[config.mk]
export PLATFORM = sky130hd
export DESIGN_NAME = heater_bang_bang_with_settle_detect_top
export DESIGN_NICKNAME = d
export VERILOG_FILES = /design/src/hw/rtl/hbbsd_pkg.sv /design/src/hw/rtl/hbbsd_cfg_regs.sv /design/src/hw/rtl/hbbsd_settle.sv /design/src/hw/rtl/heater_bang_bang_with_settle_detect_top.sv
export SDC_FILE = /design/constraint.sdc
export NUM_CORES = 1
export LEC_CHECK = 0
export ABC_AREA = 1
export BUFFER_PORTS_ARGS = -buffer_cell sky130_fd_sc_hd__buf_2
export CAP_MARGIN = 20
export CORE_MARGIN = 4
export CORE_UTILIZATION = 45
export DETAILED_ROUTE_END_ITERATION = 10
export GPL_TIMING_DRIVEN = 0
export PLACE_DENSITY = 0.61
export SYNTH_ARGS = -nofsm -noshare
export SYNTH_HDL_FRONTEND = slang
export SYNTH_SLANG_ARGS = --single-unit
[constraint.sdc]
create_clock -name i_clk -period 15.4 [get_ports i_clk]
set_input_delay 1.54 -clock i_clk [delete_from_list [all_inputs] [get_ports i_clk]]
set_output_delay 1.54 -clock i_clk [all_outputs]
set_load 0.02 [all_outputs]
[src/hw/rtl/hbbsd_pkg.sv]
// ----------------------------------------------------------------------------
// hbbsd_pkg
// Shared types and constants for the heater bang-bang controller with
// settle detection: configuration register map, reset values, and the
// request struct passed to the settle detector.
// ----------------------------------------------------------------------------
package hbbsd_pkg;

    // Configuration port geometry
    localparam int CFG_DATA_W = 16;
    localparam int CFG_IDX_W  = 3;

    // Register indexes
    localparam logic [CFG_IDX_W-1:0] CFG_TARGET_TEMP    = 3'd0;
    localparam logic [CFG_IDX_W-1:0] CFG_WARMUP_SPAN    = 3'd1;
    localparam logic [CFG_IDX_W-1:0] CFG_HYSTERESIS     = 3'd2;
    localparam logic [CFG_IDX_W-1:0] CFG_WARM_LEVEL     = 3'd3;
    localparam logic [CFG_IDX_W-1:0] CFG_SLOPE_LIMIT    = 3'd4;
    localparam logic [CFG_IDX_W-1:0] CFG_TIMEOUT_TICKS  = 3'd5;

    // Reset values (0.01 degC units, ticks)
    localparam logic signed [15:0] RST_TARGET_TEMP    = 16'sd5600;
    localparam logic [14:0]        RST_WARMUP_SPAN    = 15'd800;
    localparam logic [14:0]        RST_HYSTERESIS     = 15'd100;
    localparam logic signed [15:0] RST_WARM_LEVEL     = 16'sd3800;
    localparam logic [15:0]        RST_SLOPE_LIMIT    = 16'd10;
    localparam logic [15:0]        RST_TIMEOUT_TICKS  = 16'd600;

    // Tick counter saturation value
    localparam logic [15:0] TICK_MAX = 16'hFFFF;

    // Live configuration
    typedef struct packed {
        logic signed [15:0] target_temp;
        logic [14:0]        warmup_span;
        logic [14:0]        hysteresis;
        logic signed [15:0] warm_level;
        logic [15:0]        slope_limit;
        logic [15:0]        timeout_ticks;
    } t_cfg;

    // One tick's request to the settle detector
    typedef struct packed {
        logic               step;     // tick is committed this cycle
        logic               near;     // temperature at or above preheat threshold
        logic               in_band;  // temperature at or above target - hysteresis
        logic signed [15:0] temp;
    } t_settle_req;

endpackage

[src/hw/rtl/hbbsd_cfg_regs.sv]
// ----------------------------------------------------------------------------
// hbbsd_cfg_regs
// Configuration register file. Plain write port, no read-back; writes to
// unused indexes are dropped.
// ----------------------------------------------------------------------------
module hbbsd_cfg_regs (
    input  logic                             i_clk,
    input  logic                             i_rst_n,
    input  logic                             i_cfg_we,
    input  logic [hbbsd_pkg::CFG_IDX_W-1:0]  i_cfg_idx,
    input  logic [hbbsd_pkg::CFG_DATA_W-1:0] i_cfg_data,
    output hbbsd_pkg::t_cfg                  o_cfg
);
    import hbbsd_pkg::*;

    t_cfg r_cfg;

    // Register writes; upper bits of narrow registers are dropped
    always_ff @(posedge i_clk) begin
        if (!i_rst_n) begin
            r_cfg.target_temp    <= RST_TARGET_TEMP;
            r_cfg.warmup_span    <= RST_WARMUP_SPAN;
            r_cfg.hysteresis     <= RST_HYSTERESIS;
            r_cfg.warm_level     <= RST_WARM_LEVEL;
            r_cfg.slope_limit    <= RST_SLOPE_LIMIT;
            r_cfg.timeout_ticks  <= RST_TIMEOUT_TICKS;
        end else if (i_cfg_we) begin
            unique case (i_cfg_idx)
                CFG_TARGET_TEMP:    r_cfg.target_temp    <= i_cfg_data;
                CFG_WARMUP_SPAN:    r_cfg.warmup_span    <= i_cfg_data[14:0];
                CFG_HYSTERESIS:     r_cfg.hysteresis     <= i_cfg_data[14:0];
                CFG_WARM_LEVEL:     r_cfg.warm_level     <= i_cfg_data;
                CFG_SLOPE_LIMIT:    r_cfg.slope_limit    <= i_cfg_data;
                CFG_TIMEOUT_TICKS:  r_cfg.timeout_ticks  <= i_cfg_data;
                default: ;
            endcase
        end
    end

    assign o_cfg = r_cfg;

endmodule

[src/hw/rtl/hbbsd_settle.sv]
// ----------------------------------------------------------------------------
// hbbsd_settle
// Settle detector: records deltas between successive near-target samples
// in a ring, checks every delta magnitude against the slope limit in
// parallel, and holds the sticky ready flag and saturating tick counter.
// ----------------------------------------------------------------------------
module hbbsd_settle #(
    parameter int SLOPE_WINDOW = 6
) (
    input  logic                   i_clk,
    input  logic                   i_rst_n,
    input  hbbsd_pkg::t_settle_req i_req,
    input  logic [15:0]            i_slope_limit,
    input  logic [15:0]            i_timeout_ticks,
    output logic                   o_ready_next
);
    import hbbsd_pkg::*;

    localparam int PTR_W = (SLOPE_WINDOW > 1) ? $clog2(SLOPE_WINDOW) : 1;
    localparam int CNT_W = $clog2(SLOPE_WINDOW + 1);
    localparam logic [PTR_W-1:0] PTR_LAST = PTR_W'(SLOPE_WINDOW - 1);
    localparam logic [CNT_W-1:0] CNT_FULL = CNT_W'(SLOPE_WINDOW);

    logic signed [16:0] r_ring [SLOPE_WINDOW];
    logic [PTR_W-1:0]   r_ptr;
    logic [CNT_W-1:0]   r_cnt;
    logic signed [15:0] r_prev_temp;
    logic               r_prev_valid;
    logic               r_ready;
    logic [15:0]        r_ticks;

    logic [PTR_W-1:0]   n_ptr;
    logic [CNT_W-1:0]   n_cnt;
    logic [15:0]        n_ticks;

    logic               track;
    logic               wr;
    logic signed [16:0] delta;
    logic signed [16:0] ring_view [SLOPE_WINDOW];
    logic [16:0]        mag [SLOPE_WINDOW];
    logic [SLOPE_WINDOW-1:0] entry_ok;
    logic               window_calm;
    logic               tick_expired;

    // Delta tracking runs only before ready and while near target
    assign track = !r_ready && i_req.near;
    assign wr    = track && r_prev_valid;
    assign delta = {i_req.temp[15], i_req.temp} - {r_prev_temp[15], r_prev_temp};

    // Ring contents after this tick's write, and per-entry limit check
    always_comb begin
        for (int i = 0; i < SLOPE_WINDOW; i++) begin
            ring_view[i] = (wr && r_ptr == PTR_W'(i)) ? delta : r_ring[i];
            mag[i]       = ring_view[i][16] ? 17'(-ring_view[i]) : 17'(ring_view[i]);
            entry_ok[i]  = mag[i] < {1'b0, i_slope_limit};
        end
    end

    // Pointer, fill count and tick counter next values
    assign n_ptr   = !wr ? r_ptr : ((r_ptr == PTR_LAST) ? '0 : r_ptr + 1'b1);
    assign n_cnt   = (wr && r_cnt != CNT_FULL) ? r_cnt + 1'b1 : r_cnt;
    assign n_ticks = (r_ticks == TICK_MAX) ? r_ticks : r_ticks + 16'd1;

    // Ready decision uses the window as updated by this tick
    assign window_calm  = (n_cnt == CNT_FULL) && (&entry_ok);
    assign tick_expired = r_ticks >= i_timeout_ticks;
    assign o_ready_next = r_ready || (i_req.in_band && window_calm) || tick_expired;

    // Control state
    always_ff @(posedge i_clk) begin
        if (!i_rst_n) begin
            r_ptr        <= '0;
            r_cnt        <= '0;
            r_prev_valid <= 1'b0;
            r_ready      <= 1'b0;
            r_ticks      <= '0;
        end else if (i_req.step) begin
            r_ptr   <= n_ptr;
            r_cnt   <= n_cnt;
            r_ready <= o_ready_next;
            r_ticks <= n_ticks;
            if (track) begin
                r_prev_valid <= 1'b1;
            end
        end
    end

    // Payload: ring entries and previous sample
    always_ff @(posedge i_clk) begin
        if (i_req.step) begin
            for (int i = 0; i < SLOPE_WINDOW; i++) begin
                r_ring[i] <= ring_view[i];
            end
            if (track) begin
                r_prev_temp <= i_req.temp;
            end
        end
    end

endmodule

[src/hw/rtl/heater_bang_bang_with_settle_detect_top.sv]
// ----------------------------------------------------------------------------
// heater_bang_bang_with_settle_detect_top
// Each transaction is one control tick carrying a signed temperature in
// 0.01 degC units; each produces one result transaction with the heater
// drive and the warm, ready and near-target flags after that tick. The
// block takes one transaction per clock unless stalled: a tick passes from
// the input register through one level of compare logic (threshold compares
// and a parallel check of all SLOPE_WINDOW stored deltas) into the result
// register, which presents it as valid until it is taken; throughput is
// one tick per cycle as long as results are taken. While a result waits,
// the input register can still take one more tick; input ready then stays
// low until the result is taken. Configuration registers may be written
// while no tick is in flight; writes take effect once registered.
// ----------------------------------------------------------------------------
module heater_bang_bang_with_settle_detect_top #(
    parameter int SLOPE_WINDOW = 6
) (
    input  logic                             i_clk,
    input  logic                             i_rst_n,
    // configuration write port
    input  logic                             i_cfg_we,
    input  logic [hbbsd_pkg::CFG_IDX_W-1:0]  i_cfg_idx,
    input  logic [hbbsd_pkg::CFG_DATA_W-1:0] i_cfg_data,
    // input channel
    input  logic                             i_in_valid,
    output logic                             o_in_ready,
    input  logic signed [15:0]               i_temperature,
    // result channel
    output logic                             o_out_valid,
    input  logic                             i_out_ready,
    output logic                             o_heater_on,
    output logic                             o_warm,
    output logic                             o_ready_res,
    output logic                             o_near_setpt
);
    import hbbsd_pkg::*;

    t_cfg               cfg;
    t_settle_req        settle_req;
    logic               ready_next;

    logic               r_in_valid;
    logic signed [15:0] r_in_temp;
    logic               r_out_valid;
    logic               r_heater;
    logic               r_warm;
    logic               r_out_heater;
    logic               r_out_warm;
    logic               r_out_ready;
    logic               r_out_near;

    logic               n_heater;
    logic               n_warm;
    logic               advance;

    logic signed [17:0] t_x;
    logic signed [17:0] tgt_x;
    logic signed [17:0] warm_x;
    logic signed [17:0] near_lo;
    logic signed [17:0] band_lo;
    logic signed [17:0] band_hi;
    logic               near;

    hbbsd_cfg_regs u_cfg_regs (
        .i_clk      (i_clk),
        .i_rst_n    (i_rst_n),
        .i_cfg_we   (i_cfg_we),
        .i_cfg_idx  (i_cfg_idx),
        .i_cfg_data (i_cfg_data),
        .o_cfg      (cfg)
    );

    // Handshake: the held tick moves on when the result slot is free or
    // being drained
    assign advance     = r_in_valid && (!r_out_valid || i_out_ready);
    assign o_in_ready  = !r_in_valid || advance;
    assign o_out_valid = r_out_valid;

    // Input register
    always_ff @(posedge i_clk) begin
        if (!i_rst_n) begin
            r_in_valid <= 1'b0;
        end else if (o_in_ready) begin
            r_in_valid <= i_in_valid;
        end
    end

    always_ff @(posedge i_clk) begin
        if (o_in_ready && i_in_valid) begin
            r_in_temp <= i_temperature;
        end
    end

    // Thresholds at full precision, no wrap
    assign t_x     = {{2{r_in_temp[15]}}, r_in_temp};
    assign tgt_x   = {{2{cfg.target_temp[15]}}, cfg.target_temp};
    assign warm_x  = {{2{cfg.warm_level[15]}}, cfg.warm_level};
    assign near_lo = tgt_x - {3'b000, cfg.warmup_span};
    assign band_lo = tgt_x - {3'b000, cfg.hysteresis};
    assign band_hi = tgt_x + {3'b000, cfg.hysteresis};
    assign near    = t_x >= near_lo;

    // Heater: forced on below preheat zone, else hysteresis around target
    always_comb begin
        priority if (!near) begin
            n_heater = 1'b1;
        end else if (r_heater) begin
            n_heater = !(t_x >= band_hi);
        end else begin
            n_heater = t_x < band_lo;
        end
    end

    // Sticky warm flag
    assign n_warm = r_warm || (t_x >= warm_x);

    // Settle detector
    assign settle_req.step    = advance;
    assign settle_req.near    = near;
    assign settle_req.in_band = t_x >= band_lo;
    assign settle_req.temp    = r_in_temp;

    hbbsd_settle #(
        .SLOPE_WINDOW (SLOPE_WINDOW)
    ) u_settle (
        .i_clk           (i_clk),
        .i_rst_n         (i_rst_n),
        .i_req           (settle_req),
        .i_slope_limit   (cfg.slope_limit),
        .i_timeout_ticks (cfg.timeout_ticks),
        .o_ready_next    (ready_next)
    );

    // Controller state and result valid
    always_ff @(posedge i_clk) begin
        if (!i_rst_n) begin
            r_heater    <= 1'b0;
            r_warm      <= 1'b0;
            r_out_valid <= 1'b0;
        end else begin
            if (advance) begin
                r_heater <= n_heater;
                r_warm   <= n_warm;
            end
            if (advance) begin
                r_out_valid <= 1'b1;
            end else if (i_out_ready) begin
                r_out_valid <= 1'b0;
            end
        end
    end

    // Result register
    always_ff @(posedge i_clk) begin
        if (advance) begin
            r_out_heater <= n_heater;
            r_out_warm   <= n_warm;
            r_out_ready  <= ready_next;
            r_out_near   <= near;
        end
    end

    assign o_heater_on  = r_out_heater;
    assign o_warm       = r_out_warm;
    assign o_ready_res  = r_out_ready;
    assign o_near_setpt = r_out_near;

endmodule

## After elaboration in Yosys (flattened, before gate mapping)

Memories as Yosys holds them, arrays and structs flattened.
Index checks and enable logic that the tools add are counted.

| storage, ports and cells | value |
|---|---|
| input bits | 40 |
| register bits | 158 |
| bits in writable memories | 102 |
| memories kept | 1 |
| logic and storage cells | 116 |
| output and inout port bits | 6 |

| operators by class | value |
|---|---|
| muxes and demuxes | 20 |
| bitwise logic cells | 1 |
| reductions and logical operators | 35 |
| $lt $le $gt $ge | 12 |
| equality and inequality tests | 13 |
| add/subtract/negate cells | 13 |

Memory list:

| memory | words | width | rd ports | clocked after Yosys merged registers in | write ports | line | text |
|---|---|---|---|---|---|---|---|
| u_settle.r_ring | 6 | 17 | 6 | 0 | 6 | hbbsd_settle.sv:24 | `logic signed [16:0] r_ring [SLOPE_WINDOW];` |

Operator list:

| operator | count |
|---|---|
| 17-bit 2-to-1 mux | 12 |
| 17-bit by 16-bit < comparator with 1-bit output | 6 |
| 17-bit negation | 6 |
| 16-bit by 17-bit greater-or-equal comparator with 1-bit output | 3 |
| 16-bit by 16-bit subtractor with 17-bit output | 3 |
| 16-bit greater-or-equal comparator | 2 |
| 2-bit AND reduction | 9 |
| 16-bit by 16-bit adder with 17-bit output | 1 |
| 16-bit by 17-bit < comparator with 1-bit output | 1 |
| 16-bit by 1-bit adder with 16-bit output, second input constant | 1 |
| 16-bit == test, second input constant | 1 |
| 3-bit == test, second input constant | 5 |
| 1-bit logical AND | 13 |
| 3-bit by 2-bit == test with 1-bit output, second input constant | 4 |
| 3-bit by 1-bit adder with 3-bit output, second input constant | 2 |
| 3-bit by 1-bit == test with 1-bit output, second input constant | 2 |
| 3-bit logical NOT | 2 |
| 1-bit 2-to-1 mux | 6 |
| 3-bit 2-to-1 mux | 2 |
| 6-bit AND reduction | 1 |
| 1-bit logical OR | 5 |
| 1-bit logical NOT | 4 |
| 3-bit inequality test, second input constant | 1 |
| 2-bit nonzero test | 1 |
| 1-bit NOT | 1 |

## Depth between registers and ports, before layout

| depth | value |
|---|---|
| depth in word-level cells | 14 |
| depth in mapped cells | 52 |
| depth with buffers taken out | 51 |

## Hierarchy

Synthesis repeated with hierarchy kept, for this count alone.

| second synthesis, totals | value |
|---|---|
| cell total of the unflattened synthesis | 2896 |
| area total of the unflattened synthesis | 20768.7 um^2 |

By module, submodules not included:

| module | sequential area each (um^2) | area an instance (um^2) | times used | cells an instance |
|---|---|---|---|---|
| hbbsd_settle | 4023.9 | 12256.8 | 1 | 1693 |
| heater_bang_bang_with_settle_detect_top | 680.7 | 4820.9 | 1 | 686 |
| hbbsd_cfg_regs | 1881.8 | 3691.0 | 1 | 517 |

## Least setup slack after synthesis

No wires, ideal clock.

| timing path | value |
|---|---|
| path kind | register to register |
| start point | register u_cfg_regs.r_cfg, in the netlist u_cfg_regs.o_cfg[78] |
| end point | register r_out_ready (netlist: o_ready_res) (data pin) |
| setup time | 0.131 ns |
| data arrival time | 6.367 ns |
| stages on the path, launching flop included | 51 |
| buffers on the path | 1 |
| period minus slack after synthesis | 6.498 ns |
| data required time | 15.269 ns |
| setup slack | 8.902 ns |
| path through | dfxtp_1 > inv_1 > ha_1 > fa_1 > o21ai_0 > nand4_1 > o211ai_1 > a21oi_1 > o21bai_1 > a21oi_1 > o21ai_0 > a21oi_1 > o21ai_0 > nand2_1 > a21oi_1 > ha_1 > nand2_1 > inv_1 > [... 15 more ...] > nor2_1 > a21oi_1 > xor2_1 > inv_1 > ha_1 > nand2_1 > nor2_1 > a2111oi_0 > nand2_1 > nand2_1 > nand2_1 > nand2_1 > nand2_1 > nand2_1 > nand2_1 > nor2_1 > nand2_1 > nand2_1 |

RTL lines:

| what | line | text |
|---|---|---|
| start: declaration | hbbsd_cfg_regs.sv:16 | `t_cfg r_cfg;` |
| end signal: assignment | heater_bang_bang_with_settle_detect_top.sv:158 | `r_out_ready <= ready_next;` |
| end: declaration | heater_bang_bang_with_settle_detect_top.sv:49 | `logic r_out_ready;` |

==> impl_metrics.ini <==
[status]
status = finished, final reports clean

[setup_path]
endpoint = o_ready_res
r2r_cells = 49
r2r-end = o_ready_res
ff2ff_setup_slack_ns = 7.12
required_ns = 15.84
cpMostUsedCell = nand2_1
worst_setup_path_start_kind = register
slowest_delay_ns = 0.54
cp_max_fo = 10
setup.worst_path.start = u_cfg_regs.o_cfg[79]
r2r_start = u_cfg_regs.o_cfg[79]
cp.arrival_ns = 8.72
path_class = reg2reg
critPathSlowestCell = dfxtp_1
endpoint_kind = register

[synth]
ys_types = 58
synthSimpleGateAreaFrac = 0.175
synth.avg_cell_area_sq_um = 7.89
synthArstFlopShare = 0
synth-xor-area-share = 0.0658
synth-main-ff-cell = edfxtp_1
synth_nets = 2700
synth_edf_count = 138
synth_top_family_by_area = simple AND/OR/NAND/NOR gates
synthCells = 2412
yosysWarnings = 0
synthAdderAreaFrac = 0.165
synth_area_sq_um = 19000
synthMuxAreaShare = 0
ys_ff_latch = 260
seq_area_frac_synth = 0.346
synth-compound-area-share = 0.158

[routing]
remaining_drc_errors = 0
drt_first_pass_iters = 7
vias = 16324
drtIter0Drc = 1099
wire_per_inst_um = 17.7
drt_wl_total_mm = 54.3
via_per_inst = 5.33
ant_nets = 0

[clocking]
clk_path_buf_depth = 3
cts_root_buf = clkbuf_16
htreeDepth = 1
cts_tree = built
cts_resized = 0
clkTransAtPathRegs_ns = 0.06
clk-insertion-delay-late_ns = 0.59
cts_hold_buf = 0
postCtsSetupRepairBufs = 0
cts_buffers = 31
cts_sinks = 260

[timing]
post-route-period-util = 0.538
setup_violations = 0
clock_skew_ns = 0.0240
hold_violations = 0
clock.fmax_mhz = 121
grt_setup_unrepaired = no
finalSetupTns_ns = 0
fin_crit_ns = 8.28
slew_violations = 0
tightest_slew_ns = 1.13
slew_headroom = 0.246

[final_layout]
final_common_cell = nand2_1
fin_nets = 2785
finalInstanceArea_sq_um = 21100
post-route-util = 0.504
drive_gt1_frac = 0.0706
syn_to_final_growth_pct = 10.9
antenna_cells = 0
mostFrequentLayoutCells = nand2_1, inv_1, ha_1

[die]
die-width_um = 214
pin_count = 46
die_h_um = 214
die_area_sq_um = 45700
num_rows = 75
start_util = 0.455
core_sq_um = 41900

[global_routing]
grt_pass1_wl_mm = 84.7
grt_pass1_vias = 15504
grt_max_degree = 86
grt_usage = 0.237
antenna_found_initial = 0
overflow = 0

[placement]
io_buffers = 44
place.detailed.hpwl_mm = 41.1
place_congestion = 0.928
dpl_cell_area_sq_um = 20000

[job]
max_cap_violations = 0

[power_and_ir_drop]
cellPowerDensity_nw_per_um2 = 96.7
vdd_drop_max_v = 0.000101
leakage_uw = 0.00972

[hold_path]
hold_class = reg2reg
## registers in the layout, summed over array words and instances, names as in the netlist, 3 cells and up
name and count:
r_in_temp 16, u_cfg_regs.o_cfg 94, u_settle.r_cnt 3, u_settle.r_prev_temp 16, u_settle.r_ptr 3, u_settle.r_ring 102
u_settle.r_ticks 16
## where the power goes
part	internal, uW	switching, uW	total (uW)
Clock	463	317	781
Combinational	158	319	477
Sequential	765	18.6	784
## stage by stage
step / hold slack, ns / total power [uW] / cells / setup WS, ns
final: 0.445 / 2040 / 3061 / 7.12
after global placement: 0.431 / 1250 / 2995 / 7.50
after detailed placement: 0.432 / 1270 / 3002 / 7.19
after floorplan: 0.426 / 1110 / 2412 / 8.90
after CTS: 0.446 / 2050 / 3060 / 7.18
after global routing: 0.451 / 2150 / 3061 / 6.31
## cells in the mapped netlist (all sizes together) (4+ instances only)
| cell | instances | area [sq um] |
|---|---|---|
| clkbuf | 35 | 133 |
| ha | 244 | 3050 |
| nor3 | 39 | 216 |
| a21oi | 190 | 951 |
| a211oi | 16 | 120 |
| nor4 | 5 | 31.3 |
| o31ai | 10 | 85.1 |
| o211ai | 29 | 218 |
| o21ai | 233 | 1220 |
| a21o | 5 | 37.5 |
| a31oi | 9 | 56.3 |
| nor2 | 205 | 825 |
| nand4 | 27 | 215 |
| inv | 394 | 1480 |
| dfxtp | 122 | 2440 |
| fa | 4 | 80.1 |
| clkinv | 4 | 15.0 |
| or2 | 9 | 56.3 |
| xor2 | 121 | 1060 |
| nand3 | 51 | 283 |
| o21bai | 16 | 120 |
| buf | 16 | 91.3 |
| edfxtp | 138 | 4140 |
| nand2 | 437 | 1660 |
| xnor2 | 22 | 193 |
| o21a | 6 | 45.0 |
## layout make-up
class | instances | area (sq um)
Clock buffer | 38 | 896
Buffer | 51 | 224
Tap cell | 539 | 674
Timing Repair Buffer | 52 | 312
Multi-Input combinational cell | 1703 | 10700
Clock inverter | 20 | 191
Fill cell | 4018 | 20700
Inverter | 398 | 1500
Sequential cell | 260 | 6590
## worst max-delay path, delay by kind of cell, from the launching register on
kind	cells	cell delay, ns
DFF	1	0.54
buffers and inverters	6	0.67
xor gates and xnor gates	1	0.18
adders and majority gates	4	1.24
AOI/OAI and AO/OA	13	2.66
and+or+nand+nor	25	2.88
## worst min-delay path by stage
stage,from,to,cells after the start
2_1_floorplan,r_in_temp[0],u_settle.r_prev_temp[0],0
3_3_place_gp,r_in_temp[0],u_settle.r_prev_temp[0],0
3_5_place_dp,r_in_temp[0],u_settle.r_prev_temp[0],0
4_1_cts,r_in_temp[0],u_settle.r_prev_temp[0],0
5_1_grt,r_in_temp[0],u_settle.r_prev_temp[0],0
6_report,r_in_temp[0],u_settle.r_prev_temp[0],0
## cell families (layout without fill, tap and decap cells)
family / count (synthesis) / count (layout)
AOI/OAI and AO/OA: 531 / 531
xor gates and xnor gates: 143 / 143
adders and majority gates: 248 / 248
buffers and inverters: 449 / 559
DFF: 260 / 260
and+or+nand+nor: 781 / 781
## routing by layer
metal,vias up,part of all wire,GRT usage
met5,-,0,0
met4,0,0.029,0.0673
met3,82,0.053,0.0217
met2,399,0.47,0.401
met1,7629,0.45,0.326
li1,8214,-,-
(Power assumes the default switching activity.)
